**config.mk**
```make
export PLATFORM = sky130hd
export DESIGN_NAME = balc_ctrl
export DESIGN_NICKNAME = d
export VERILOG_FILES = /design/src/rtl/core/balc_pkg.sv /design/src/rtl/core/balc_ctrl.sv
export VERILOG_INCLUDE_DIRS = /design/src /design/src/rtl/core
export SDC_FILE = /design/constraint.sdc
export NUM_CORES = 1
export LEC_CHECK = 0
export BUFFER_PORTS_ARGS = -buffer_cell sky130_fd_sc_hd__buf_2
export CAP_MARGIN = 20
export CORE_MARGIN = 1.5
export CORE_UTILIZATION = 54
export CTS_BUF_LIST = sky130_fd_sc_hd__clkbuf_4 sky130_fd_sc_hd__clkbuf_8
export CTS_CLUSTER_DIAMETER = 60
export DETAILED_ROUTE_END_ITERATION = 10
export GPL_TIMING_DRIVEN = 1
export PLACE_DENSITY_LB_ADDON = 0.08
export SLEW_MARGIN = 5
export SYNTH_ARGS = -nofsm -noshare
export SYNTH_HDL_FRONTEND = slang
export SYNTH_SLANG_ARGS = --single-unit
```
**constraint.sdc**
```tcl
create_clock -name clk_i -period 2 [get_ports clk_i]
set_input_delay 0.3 -clock clk_i [delete_from_list [all_inputs] [get_ports clk_i]]
set_output_delay 0.3 -clock clk_i [all_outputs]
set_load 0.01 [all_outputs]
```
**src/rtl/core/buddy_allocator_lazy_coalesce_core_assert.svh**
```systemverilog
// ----------------------------------------------------------------------------
// Buddy allocator assertion macros
// Shared concurrent assertion forms, clocked on clk_i and disabled in reset.
// ----------------------------------------------------------------------------
`ifndef BUDDY_ALLOCATOR_LAZY_COALESCE_CORE_ASSERT_SVH
`define BUDDY_ALLOCATOR_LAZY_COALESCE_CORE_ASSERT_SVH

// Condition that must hold at every clock edge.
`define BALC_CHECK(label, cond, msg) \
  label: assert property (@(posedge clk_i) disable iff (!rst_ni) (cond)) else $error(msg);

// Antecedent in one cycle implies the consequent in the next cycle.
`define BALC_IMPL_NEXT(label, ante, cons, msg) \
  label: assert property (@(posedge clk_i) disable iff (!rst_ni) (ante) |=> (cons)) \
    else $error(msg);

`endif

```
**src/rtl/core/balc_pkg.sv**
```systemverilog
// ----------------------------------------------------------------------------
// Buddy allocator package
// Operation and status codes, controller states, commands and status struct.
// ----------------------------------------------------------------------------
package balc_pkg;

  localparam int unsigned MaxBlocksDef  = 256;
  localparam int unsigned MinBlockKbDef = 32;
  localparam int unsigned OwnerBitsDef  = 16;

  localparam logic [13:0] TotalKbRst = 14'd1024;

  localparam logic CfgTotalKb      = 1'b0;
  localparam logic CfgCoalesceMode = 1'b1;

  typedef enum logic [1:0] {
    OP_ALLOC   = 2'd0,
    OP_RELEASE = 2'd1,
    OP_MERGE   = 2'd2,
    OP_REINIT  = 2'd3
  } op_e;

  typedef enum logic [1:0] {
    STS_DONE     = 2'd0,
    STS_NO_FIT   = 2'd1,
    STS_NO_OWNER = 2'd2,
    STS_NO_PAIR  = 2'd3
  } sts_e;

  typedef enum logic [4:0] {
    S_INIT, S_IDLE, S_REINIT, S_SCAN_RD, S_SCAN_EV, S_CALC, S_SHR_RD, S_SHR_WR,
    S_FILL, S_ALLOC_WR, S_REL_WR, S_PAIR_START, S_PAIR_RD, S_PAIR_EV, S_MERGE_WR,
    S_SHL_RD, S_SHL_WR, S_MERGE_END, S_DONE
  } state_e;

  typedef enum logic [4:0] {
    C_NONE, C_INIT, C_ACCEPT, C_REINIT, C_SCAN_RD, C_SCAN_EV, C_CALC, C_SHR_RD,
    C_SHR_WR, C_FILL, C_ALLOC_WR, C_REL_WR, C_PAIR_START, C_PAIR_RD, C_PAIR_EV,
    C_MERGE_WR, C_SHL_RD, C_SHL_WR, C_MERGE_END, C_DONE
  } dp_cmd_e;

  typedef struct packed {
    logic scan_end;
    logic scan_hit;
    logic split_more;
    logic no_split;
    logic tail_some;
    logic shr_last;
    logic fill_last;
    logic pair_hit;
    logic found;
    logic shl_more;
    logic lazy;
    logic out_free;
  } dp_stat_t;

endpackage

```
**src/rtl/core/balc_ctrl.sv**
```systemverilog
// ----------------------------------------------------------------------------
// Buddy allocator controller
// Sequences scans, splits, list shifts, merges and reinitialization for each accepted item.
// ----------------------------------------------------------------------------
module balc_ctrl (
  input  logic               clk_i,
  input  logic               rst_ni,
  input  logic               in_valid_i,
  output logic               in_stall_o,
  input  logic [1:0]         operation_i,
  input  balc_pkg::dp_stat_t stat_i,
  output balc_pkg::dp_cmd_e  cmd_o
);
  import balc_pkg::*;

  state_e state_q, state_d;
  op_e    op_q;

  always_ff @(posedge clk_i or negedge rst_ni) begin
    if (!rst_ni) begin
      state_q <= S_INIT;
      op_q    <= OP_ALLOC;
    end else begin
      state_q <= state_d;
      if (state_q == S_IDLE && in_valid_i) op_q <= op_e'(operation_i);
    end
  end

  always_comb begin
    state_d = state_q;
    case (state_q)
      S_INIT: state_d = S_IDLE;
      S_IDLE: begin
        if (in_valid_i) begin
          case (op_e'(operation_i))
            OP_ALLOC, OP_RELEASE: state_d = S_SCAN_RD;
            OP_MERGE:             state_d = S_PAIR_START;
            default:              state_d = S_REINIT;
          endcase
        end
      end
      S_REINIT:  state_d = S_DONE;
      S_SCAN_RD: state_d = stat_i.scan_end ? S_DONE : S_SCAN_EV;
      S_SCAN_EV: begin
        if (stat_i.scan_hit) begin
          state_d = (op_q == OP_ALLOC) ? S_CALC : S_REL_WR;
        end else begin
          state_d = S_SCAN_RD;
        end
      end
      S_CALC: begin
        if (stat_i.split_more)     state_d = S_CALC;
        else if (stat_i.no_split)  state_d = S_ALLOC_WR;
        else if (stat_i.tail_some) state_d = S_SHR_RD;
        else                       state_d = S_FILL;
      end
      S_SHR_RD:     state_d = S_SHR_WR;
      S_SHR_WR:     state_d = stat_i.shr_last ? S_FILL : S_SHR_RD;
      S_FILL:       state_d = stat_i.fill_last ? S_ALLOC_WR : S_FILL;
      S_ALLOC_WR:   state_d = S_DONE;
      S_REL_WR:     state_d = stat_i.lazy ? S_DONE : S_PAIR_START;
      S_PAIR_START: state_d = S_PAIR_RD;
      S_PAIR_RD: begin
        if (!stat_i.scan_end)  state_d = S_PAIR_EV;
        else if (stat_i.found) state_d = S_MERGE_WR;
        else                   state_d = S_DONE;
      end
      S_PAIR_EV: begin
        state_d = (stat_i.pair_hit && op_q == OP_RELEASE) ? S_MERGE_WR : S_PAIR_RD;
      end
      S_MERGE_WR:  state_d = S_SHL_RD;
      S_SHL_RD:    state_d = stat_i.shl_more ? S_SHL_WR : S_MERGE_END;
      S_SHL_WR:    state_d = S_SHL_RD;
      S_MERGE_END: state_d = (op_q == OP_RELEASE) ? S_PAIR_START : S_DONE;
      S_DONE:      state_d = stat_i.out_free ? S_IDLE : S_DONE;
      default:     state_d = S_IDLE;
    endcase
  end

  always_comb begin
    in_stall_o = state_q != S_IDLE;
    case (state_q)
      S_INIT:       cmd_o = C_INIT;
      S_IDLE:       cmd_o = in_valid_i ? C_ACCEPT : C_NONE;
      S_REINIT:     cmd_o = C_REINIT;
      S_SCAN_RD:    cmd_o = C_SCAN_RD;
      S_SCAN_EV:    cmd_o = C_SCAN_EV;
      S_CALC:       cmd_o = C_CALC;
      S_SHR_RD:     cmd_o = C_SHR_RD;
      S_SHR_WR:     cmd_o = C_SHR_WR;
      S_FILL:       cmd_o = C_FILL;
      S_ALLOC_WR:   cmd_o = C_ALLOC_WR;
      S_REL_WR:     cmd_o = C_REL_WR;
      S_PAIR_START: cmd_o = C_PAIR_START;
      S_PAIR_RD:    cmd_o = C_PAIR_RD;
      S_PAIR_EV:    cmd_o = C_PAIR_EV;
      S_MERGE_WR:   cmd_o = C_MERGE_WR;
      S_SHL_RD:     cmd_o = C_SHL_RD;
      S_SHL_WR:     cmd_o = C_SHL_WR;
      S_MERGE_END:  cmd_o = C_MERGE_END;
      S_DONE:       cmd_o = C_DONE;
      default:      cmd_o = C_NONE;
    endcase
  end

`include "buddy_allocator_lazy_coalesce_core_assert.svh"

  `BALC_IMPL_NEXT(a_accept_leaves_idle, state_q == S_IDLE && in_valid_i, state_q != S_IDLE, "stuck idle")
  `BALC_IMPL_NEXT(a_init_once, state_q != S_INIT, state_q != S_INIT, "init re-entered")

endmodule

```
# ---- Word-level counts from Yosys, hierarchy flattened
# Index checks and enable logic that the tools add are counted.
dict set report word_totals {
  latch_bits 0
  ff_bits 7
  input_bits 17
  output_inout_bits 6
  mem_count 0
  romBits 0
  ramBits 0
  word_cells 53
}
dict set report classes {
  mul 0
  mux 20
  n_bitwise 0
  order_cmp 0
  shifts 0
  addsub 0
  reduce_logical 8
  n_eq_ne 23
  div_mod_pow 0
}
# cell n
set op_table {}
lappend op_table {{5-bit one-hot mux with 19 select lines} 1}
lappend op_table {{5-bit one-hot mux with 16 select lines} 1}
lappend op_table {{5-bit by 4-bit equality test with 1-bit output, second input constant} 8}
lappend op_table {{5-bit 2-to-1 mux} 7}
lappend op_table {{4-bit 2-to-1 mux} 6}
lappend op_table {{5-bit by 3-bit equality test with 1-bit output, second input constant} 4}
lappend op_table {{5-bit equality test, second input constant} 3}
lappend op_table {{5-bit by 2-bit equality test with 1-bit output, second input constant} 2}
lappend op_table {{4-bit one-hot mux with 2 select lines} 1}
lappend op_table {{2-bit OR reduction} 3}
lappend op_table {{5-bit by 1-bit equality test with 1-bit output, second input constant} 1}
lappend op_table {{5-bit logical NOT} 1}
lappend op_table {{5-bit by 1-bit != test with 1-bit output, second input constant} 1}
lappend op_table {{2-bit by 1-bit equality test with 1-bit output, second input constant} 2}
lappend op_table {{2-bit logical NOT} 2}
lappend op_table {{2-bit 2-to-1 mux} 2}
lappend op_table {{2-bit equality test, second input constant} 1}
lappend op_table {{1-bit logical AND} 2}
lappend op_table {{1-bit 2-to-1 mux} 2}
lappend op_table {{2-bit != test, second input constant} 1}

# ---- Longest topological paths before layout
# Gate-level depths: netlist (run 1).
dict set report depth {
  word_depth 5
  ltp_mapped 7
  mapped_depth_nobuf 5
}

# ---- Worst setup path after synthesis (run 1)
# Ideal clock, no wire load.
dict set report synth_timing {
  kind {register to output}
  startpoint {register state_q[2]}
  endpoint {output cmd_o[1]}
  stages_incl_launch_ff 5
  n_path_buf 2
  required_ns 1.700
  path_slack_ns 0.307
  t_arrival_ns 1.393
  cell_sequence {dfrtp_1 buf_6 buf_2 or2_2 a221oi_1}
}
dict set report synth_via {
  elab_chain_cells 2
  elab_cells_between_ends 20
  cone_classes {18 x eq/ne; 1 x mux; 1 x reduce/logical}
}
# item line_no
set synth_rtl {}
lappend synth_rtl {{start: declaration} balc_ctrl.sv:16} ;# state_e state_q, state_d;
lappend synth_rtl {{start signal: assignment} balc_ctrl.sv:24} ;# state_q <= state_d;
lappend synth_rtl {{5-bit equality test, or another cell as far along} balc_ctrl.sv:82} ;# case (state_q)
lappend synth_rtl {{5-bit one-hot mux with 19 select lines *} balc_ctrl.sv:82}
lappend synth_rtl {{end: declaration} balc_ctrl.sv:12} ;# output balc_pkg::dp_cmd_e cmd_o
# Mark *: on every way between the ends. The rest lies on a longest branch, timed or not.

# ---- Worst setup path in the final report (run 1)
# Ends and elaborated chain as after synthesis.

==> results, run 1 <==
- The flow ran to the end, and the final reports show no timing, DRC or antenna violations.
- In the synthesized netlist the async set-or-reset flop fraction comes to 100%.
- The startpoint of the most critical hold path is operation_i[1].
- Across the routed clock network, the largest skew measured is 0.0120 ns.
- For the worst setup path, the data arrival time is 1.60 ns.
- The overall routed net length is 2230 um.
- Setup repair after global routing left no endpoint under its margin.
- The via count is 978.
- The floorplan die height is 43.1 um.
- Measured in cells, the most critical reg-to-reg path has a length of 5.
- The average instance in the mapped netlist occupies 7.54 um^2.
- The die covers 1860 um^2.
- The kind of launch point of the worst setup path is a register.
- The maximum fanout encountered on the critical timing path is 10.
- Entering global routing, the biggest net connects 25 pins.
- After layout, the worst path uses 94.8% of the clock period.
- The diode insertion count for antenna repair is 0.
- The peak ir drop on the vdd network is 773 uV.
- The hold violation count in the final report was 0.
- During placement, the flow inserted port buffers numbering 22.
- The upper clock frequency limit is 528 MHz.
- The final-layout setup total negative slack is 0 ns.
- The worst slew slack as a fraction of its limit is 62.4%.
- The remaining antenna violation count is 0.
- The number of DRC violations after detailed-routing iteration 0 is 50.
- The final total power is 1450 uW.
- The top-level I/O count is 23.
- The critical path is of the register to primary output type.
- The global-route congestion overflow total is 0.
- Data on the critical path is required at its endpoint by 1.70 ns.
- Summed over all cells, the static leakage comes to 0.000452 uW.
- For the pin with the worst max-slew slack, the measured transition is 0.564 ns.
- After floorplanning, the core was sized to cover 1510 um^2.
- Of the total power, the clock network draws 9.7%.
- The number of violations of the max-capacitance limit is 0.
- The number of clock sinks is 7.
- The HPWL after detailed placement is 1690 um.
- At the end of the flow, the number of nets in the layout was 155.
- Counting along the longest clock path gives a buffer depth of 2.
- Combinational logic burns 63.3% of the power.
- The internal power of the cells is 724 uW.
- The clock latency on the worst-skew pair is 0.25 ns.
- The worst setup slack for register-to-register paths is 0.23 ns.
- For this design the total switching power over the nets is 726 uW.
- The number of antenna violations at the first check in global routing is 0.
- The class of the most critical hold timing path is input pin to register.
- In this run the critical register-to-register path is captured at state_q[3]$_DFFE_PN0P_.
- In this run the power density over the cells is 1430 nW/um^2.
- The startpoint identified for the worst register-to-register timing path is state_q[2]$_DFFE_PN0P_.
- In the routed design, unresolved DRC markers number 0.
- Global routing used 26.4% of the available tracks.
- The number of unique standard cell types used by synthesis is 53.
- The starting density of the core is 57.6%.
- In this run, CTS created clock tree buffers numbering 3.
- The synthesized design contains 7 register bits.
- After detailed routing, the number of vias per cell comes to 6.39.
- The share of synthesized area occupied by flip-flops and latches is 20.2%.
- The total nets after synthesis is 132.
- The post-route netlist has 29.9% of its cells at a drive strength greater than 1.
- Counting instances, the worst hold path has a depth of 2.
- The worst hold path terminates at op_q[1]$_DFFE_PN0P_.
- The clock root buffer is clkbuf_4.
- The fraction of power spent switching nets is 50.1%.
- The horizontal die dimension is 43.1 um.
- The most instantiated flip-flop cell in the synthesis netlist is dfrtp_1.
- The count of pins over their slew limit is 0.
- The area added between synthesis and finish is 16.9%.
- The synthesized cell area is 867 um^2.
- The clock-pin slew on the worst setup and hold paths is 0.05 ns.
- CTS built an H-tree with a depth of 1.
- The first global-routing pass estimated 3770 um of wire.
- The final critical-path required period is 1.90 ns.
- For this run, the number of Yosys warnings is 0.
- The routed wire length per instance is 14.5 um.
- The initialized floorplan defines 14 standard-cell rows.
- The most common cell after layout, fill and taps aside is buf_2.
- At the end of routability-driven placement, the weighted congestion stood at 0.924.
- The via count of the first global-routing pass is 824.
- The number of optimization iterations in the first detailed-route pass is 5.
- Setup violations remaining at the end of the flow were counted as 0.
- TritonCTS built the clock tree.
- The library cells used most frequently in the layout, excluding fill and tap cells, are 22 x buf_2, 11 x nand2_1, 8 x a21oi_1.
- The number of enable flip-flop cells after synthesis is 0.
- In the synthesized netlist, the number of instances is 115.
- The endpoint type of the worst setup path is a primary output.
- The share of total power in sequential cells is 27.1%.
==> power groups by stage <==
stage	logic [uW]	clock network (uW)	registers, uW
floorplan	819	0	252
global placement	906	0	386
detailed placement	907	0	385
CTS	912	144	383
global route	1020	157	413
finish	918	140	392
==> cell type report <==
cell class,instances,area (um^2)
fill,136,493
tap,16,20.0
multi-input combinational,93,611
sequential,7,178
inverter,6,25.0
timing repair buffer,27,150
clock buffer,4,30.0
==> sequential cells by signal, indices dropped and copies added, names as in the netlist <==
signal and count:
state_q 5, op_q 2
==> critical path: stages (launching register included) <==
cell and delay (ns):
dfrtp_1 0.51, or2_2 0.37, o31ai_1 0.20, a221oi_1 0.10, buf_2 0.17
==> cell usage after synthesis, types with 2 or more instances <==
cell type | n | area (um^2)
nand2_1 | 11 | 41.3
a21oi_1 | 8 | 40.0
dfrtp_1 | 7 | 175
nor2_1 | 7 | 26.3
nand3_1 | 6 | 30.0
nor2b_1 | 5 | 31.3
inv_1 | 4 | 15.0
a311oi_1 | 3 | 26.3
a31oi_1 | 3 | 18.8
buf_2 | 3 | 15.0
nand2b_1 | 3 | 18.8
nand4_1 | 3 | 18.8
o211ai_1 | 3 | 22.5
o21ai_0 | 3 | 15.0
o22ai_1 | 3 | 18.8
buf_6 | 2 | 22.5
clkbuf_1 | 2 | 7.51
mux2_2 | 2 | 22.5
o31ai_1 | 2 | 15.0
o32ai_1 | 2 | 17.5
==> cells by family after synthesis <==
kind of cell              after synthesis  share of synthesized area [%]
AOI/OAI and AO/OA                      40                           32.8
xor gates and xnor gates                2                           2.02
buffers and inverters                  15                           9.38
DFF                                     7                           20.2
muxes                                   3                           3.75
and+or+nand+nor                        48                           31.9
==> metrics by stage <==
stage	setup WS [ns]	util [%]	cell area [um^2]	hold slack [ns]	std cells
after CTS	0.0275	67.1	1010	0.318	153
after global routing	0.0174	67.3	1010	0.324	153
after detailed placement	0.240	64.5	971	0.143	148
after floorplan	0.307	-	867	0.00441	115
final	0.105	67.3	1010	0.324	153
after global placement	0.252	64.5	971	0.135	148
==> worst max path at each step <==
stage | depth (start not counted) | start | end
floorplan | 4 | state_q[2]$_DFFE_PN0P_ | cmd_o[1]
CTS | 3 | state_q[0]$_DFFE_PN0P_ | cmd_o[1]
detailed placement | 4 | state_q[0]$_DFFE_PN0P_ | state_q[3]$_DFFE_PN0P_
finish | 4 | state_q[2]$_DFFE_PN0P_ | cmd_o[1]
global route | 4 | state_q[2]$_DFFE_PN0P_ | cmd_o[1]
global placement | 4 | state_q[0]$_DFFE_PN0P_ | state_q[3]$_DFFE_PN0P_
==> repair_timing <==
action                                 4_1_cts  5_1_grt
endpoints found under the hold margin        7        0
setup endpoints to repair                    0        4
buffers inserted                             0        0
hold buffers                                 1        0
gates resized for setup                      0        2
==> per-layer routing <==
layer | up-vias | wire length [um] | global-route usage (%)
li1 | 484 | - | -
met1 | 439 | 1030 | 38.9
met2 | 53 | 1010 | 39.4
met3 | 2 | 163 | 4.26
met4 | 0 | 17 | 7.88
met5 | - | 0 | 0
(Power assumes the default switching activity.)
==> inputs of run 2 (changes only) <==
Settings changed: CORE_UTILIZATION 54 to 58.
Clock period 2 ns to 2.39 ns, I/O delays scaled along.
==> run 2 against run 1 <==
Compared with the run above: sequential power fell by 6.9%; sequential cell count stayed put; final cell count down 3.3%; critical endpoint unchanged; non-clock buffer count shrank 4; largest power group unchanged.
==> results, run 2 (synthesis gave the netlist of run 1 again) <==
- The static power due to leakage was 0.000435 uW (-3.8%).
- The total die area came to 1740 um^2 (-6.4%).
- The global-route wire length before repair is 4020 um (+6.4%).
- In this run the clock root is driven by a clkbuf_4.
- The pin count of the biggest net entering global routing came to 32 (+28%).
- The flow ran to the end, and the final reports show no timing, DRC or antenna violations.
- The floorplan die height is 41.7 um (-3.3%).
- The count of instances resized after the clock tree is built is 0 (unchanged).
- The routed wire length per instance is 15.4 um (+6.2%).
- The class of the most critical hold timing path is input pin to register.
- The number of DRC violations after detailed-routing iteration 0 is 54 (+8.0%).
- The global placement routability congestion is 0.864 (-6.6%).
- The kind of launch point of the worst setup path is a register.
- The number of violations of the max-capacitance limit is 0 (unchanged).
- The area growth from synthesis to layout is 13.0%.
- The slew at the pin with the worst max-slew slack is 0.868 ns (+0.304 ns).
- The worst path buffer plus inverter count came to 1 (unchanged).
- The final hold slack is 0.376 ns (+0.0524 ns).
- The diode insertion count for antenna repair is 0 (unchanged).
- The worst path uses 90.8% of the clock period.
- The combined global-route utilization of all metal layers was 29.1% (+2.7 points).
- The largest registers in the layout are state_q x5, op_q x2.
- The count of pins over their slew limit is 0 (unchanged).
- The final core utilization is 72.6% (+5.3 points).
- The maximum fanout encountered on the critical timing path came to 31 (+21).
- The endpoint type of the worst setup path is a primary output.
- The total DRC errors in the routed layout is 0 (unchanged).
- The critical path is of the register to primary output type.
- The worst path arrival time is 1.81 ns (+0.21 ns).
- The number of flip-flops in the largest register is 5 (unchanged).
- Static timing analysis puts the maximum clock frequency at 461 MHz.
- The number of antenna violations at the first check in global routing was 0 (unchanged).
- The family of cells with the greatest summed delay on the critical path is flip-flops.
- The via count is 998 (+2.0%).
- The clock tree from TritonCTS is built.
- The hold violation count in the final report is 0 (unchanged).
- The number of optimization iterations in the first detailed-route pass is 4 (-1).
- The cell row count is 13 (-1).
- The clock-pin slew on the worst setup and hold paths is 0.06 ns (about the same).
- The number of buffers added on ports is 22 (unchanged).
- The detailed placement HPWL came to 1670 um (-0.95%).
- The net total in the final layout is 151 (-2.6%).
- The most common cell after layout, fill and taps aside is buf_2.
- The worst slew slack as a fraction of its limit is 42.1% (-20 points).
- The H-tree depth came to 1 (unchanged).
- The clock latency on the worst-skew pair is 0.25 ns (about the same).
- The top-level I/O count is 23 (unchanged).
- The fraction of final layout cells with drive strength greater than 1 came to 26.3% (-3.6 points).
- Setup repair after global routing left no endpoint under its margin.
- The number of buffers inserted by post-CTS setup repair was 0 (unchanged).
- The global-route congestion overflow total was 0 (unchanged).
- The via count of the first global-routing pass came to 921 (+12%).
- The maximum buffer depth of the clock tree is 2 (unchanged).
- The delay of the slowest critical-path stage is 0.91 ns (+0.40 ns).
- The critical path required time came to 2.03 ns (+0.33 ns).
- More flip-flops sit in one register than any other, and that register is state_q.
- The number of buffers inserted during clock tree synthesis is 3 (unchanged).
- The worst-case clock skew is 0.00893 ns (-0.00304 ns).
- The final-layout setup total negative slack is 0 ns (unchanged).
- The horizontal die dimension is 41.7 um (-3.3%).
- The number of setup violations in the final report came to 0 (unchanged).
- The remaining antenna violation count is 0 (unchanged).
- The number of buffers inserted by hold repair at cts came to 1 (unchanged).
- The starting density of the core came to 64.2% (+6.7 points).
- The area of the core is 1350 um^2 (-10%).
- The power density over the cells came to 1200 nW/um^2 (-16%).
- Counting I/O delays and the setup requirement, the final critical path takes 2.17 ns.
- The peak ir drop on the vdd network is 727 uV (-6.0%).
- The placed instance count is 143 (-3.4%).
- The overall routed net length is 2290 um (+2.7%).
- The number of clock sinks came to 7 (unchanged).
- The average vias per placed instance is 6.74 (+5.5%).
- The final instance count without filler cells is 148 (-3.3%).
- Traced cell by cell, the critical path runs through nor2_1 > a221oi_1 > buf_2.
- In the layout the commonest cells are 22 x buf_2, 11 x nand2_1, 8 x a21oi_1.
- The cell with the biggest individual delay on the critical path is dfrtp_1.
run 2: cell count changes in the layout (fill, tap and decap cells not counted):
cell	previous run	this run
buf_4	4	0
dfrtp_2	2	0
dfrtp_1	5	7
run 2: power breakdown:
part | switching, uW | internal [uW] | leakage, uW
clock network | 42.8 | 75.0 | 0.0000184
logic | 366 | 325 | 0.000330
registers | 197 | 168 | 0.0000869
total | 606 | 568 | 0.000435
run 2: area by class of cell:
cell class | instances | area, um^2
Multi-Input combinational cell | 93 | 611
Fill cell | 118 | 370
Sequential cell | 7 | 175
Timing Repair Buffer | 23 | 120
Clock buffer | 4 | 30.0
Inverter | 6 | 25.0
Tap cell | 15 | 18.8
run 2: path summary, 6_finish.rpt:
check                                        from  cells past startpoint  slack, ns                endpoint
setup / recovery           state_q[0]$_DFFE_PN0P_                      3       0.22                cmd_o[1]
hold / removal                     operation_i[1]                      2       0.38     op_q[1]$_DFFE_PN0P_
setup reg to reg           state_q[0]$_DFFE_PN0P_                      4       0.49  state_q[1]$_DFFE_PN0P_
hold reg to reg               op_q[1]$_DFFE_PN0P_                      1       0.56     op_q[1]$_DFFE_PN0P_
max in group asynchronous                  rst_ni                      2       1.74     op_q[0]$_DFFE_PN0P_
min in group asynchronous                  rst_ni                      2       0.47  state_q[4]$_DFFE_PN0P_
run 2: metal layers:
layer  vias up  GRT usage, %  wire length, um
met5         -             0                0
met4         0          9.68               66
met3        12          6.52              200
met2        66          44.4             1070
met1       446          40.4              950
li1        474             -                -
run 2: metrics by stage:
stage / power [uW] / setup slack (ns) / cell area (um^2)
after global routing: 1290 / 0.0514 / 980
after detailed placement: 1040 / 0.516 / 940
after floorplan: 896 / 0.638 / 867
after global placement: 1020 / 0.537 / 940
final: 1170 / 0.219 / 980
after CTS: 1160 / 0.250 / 980
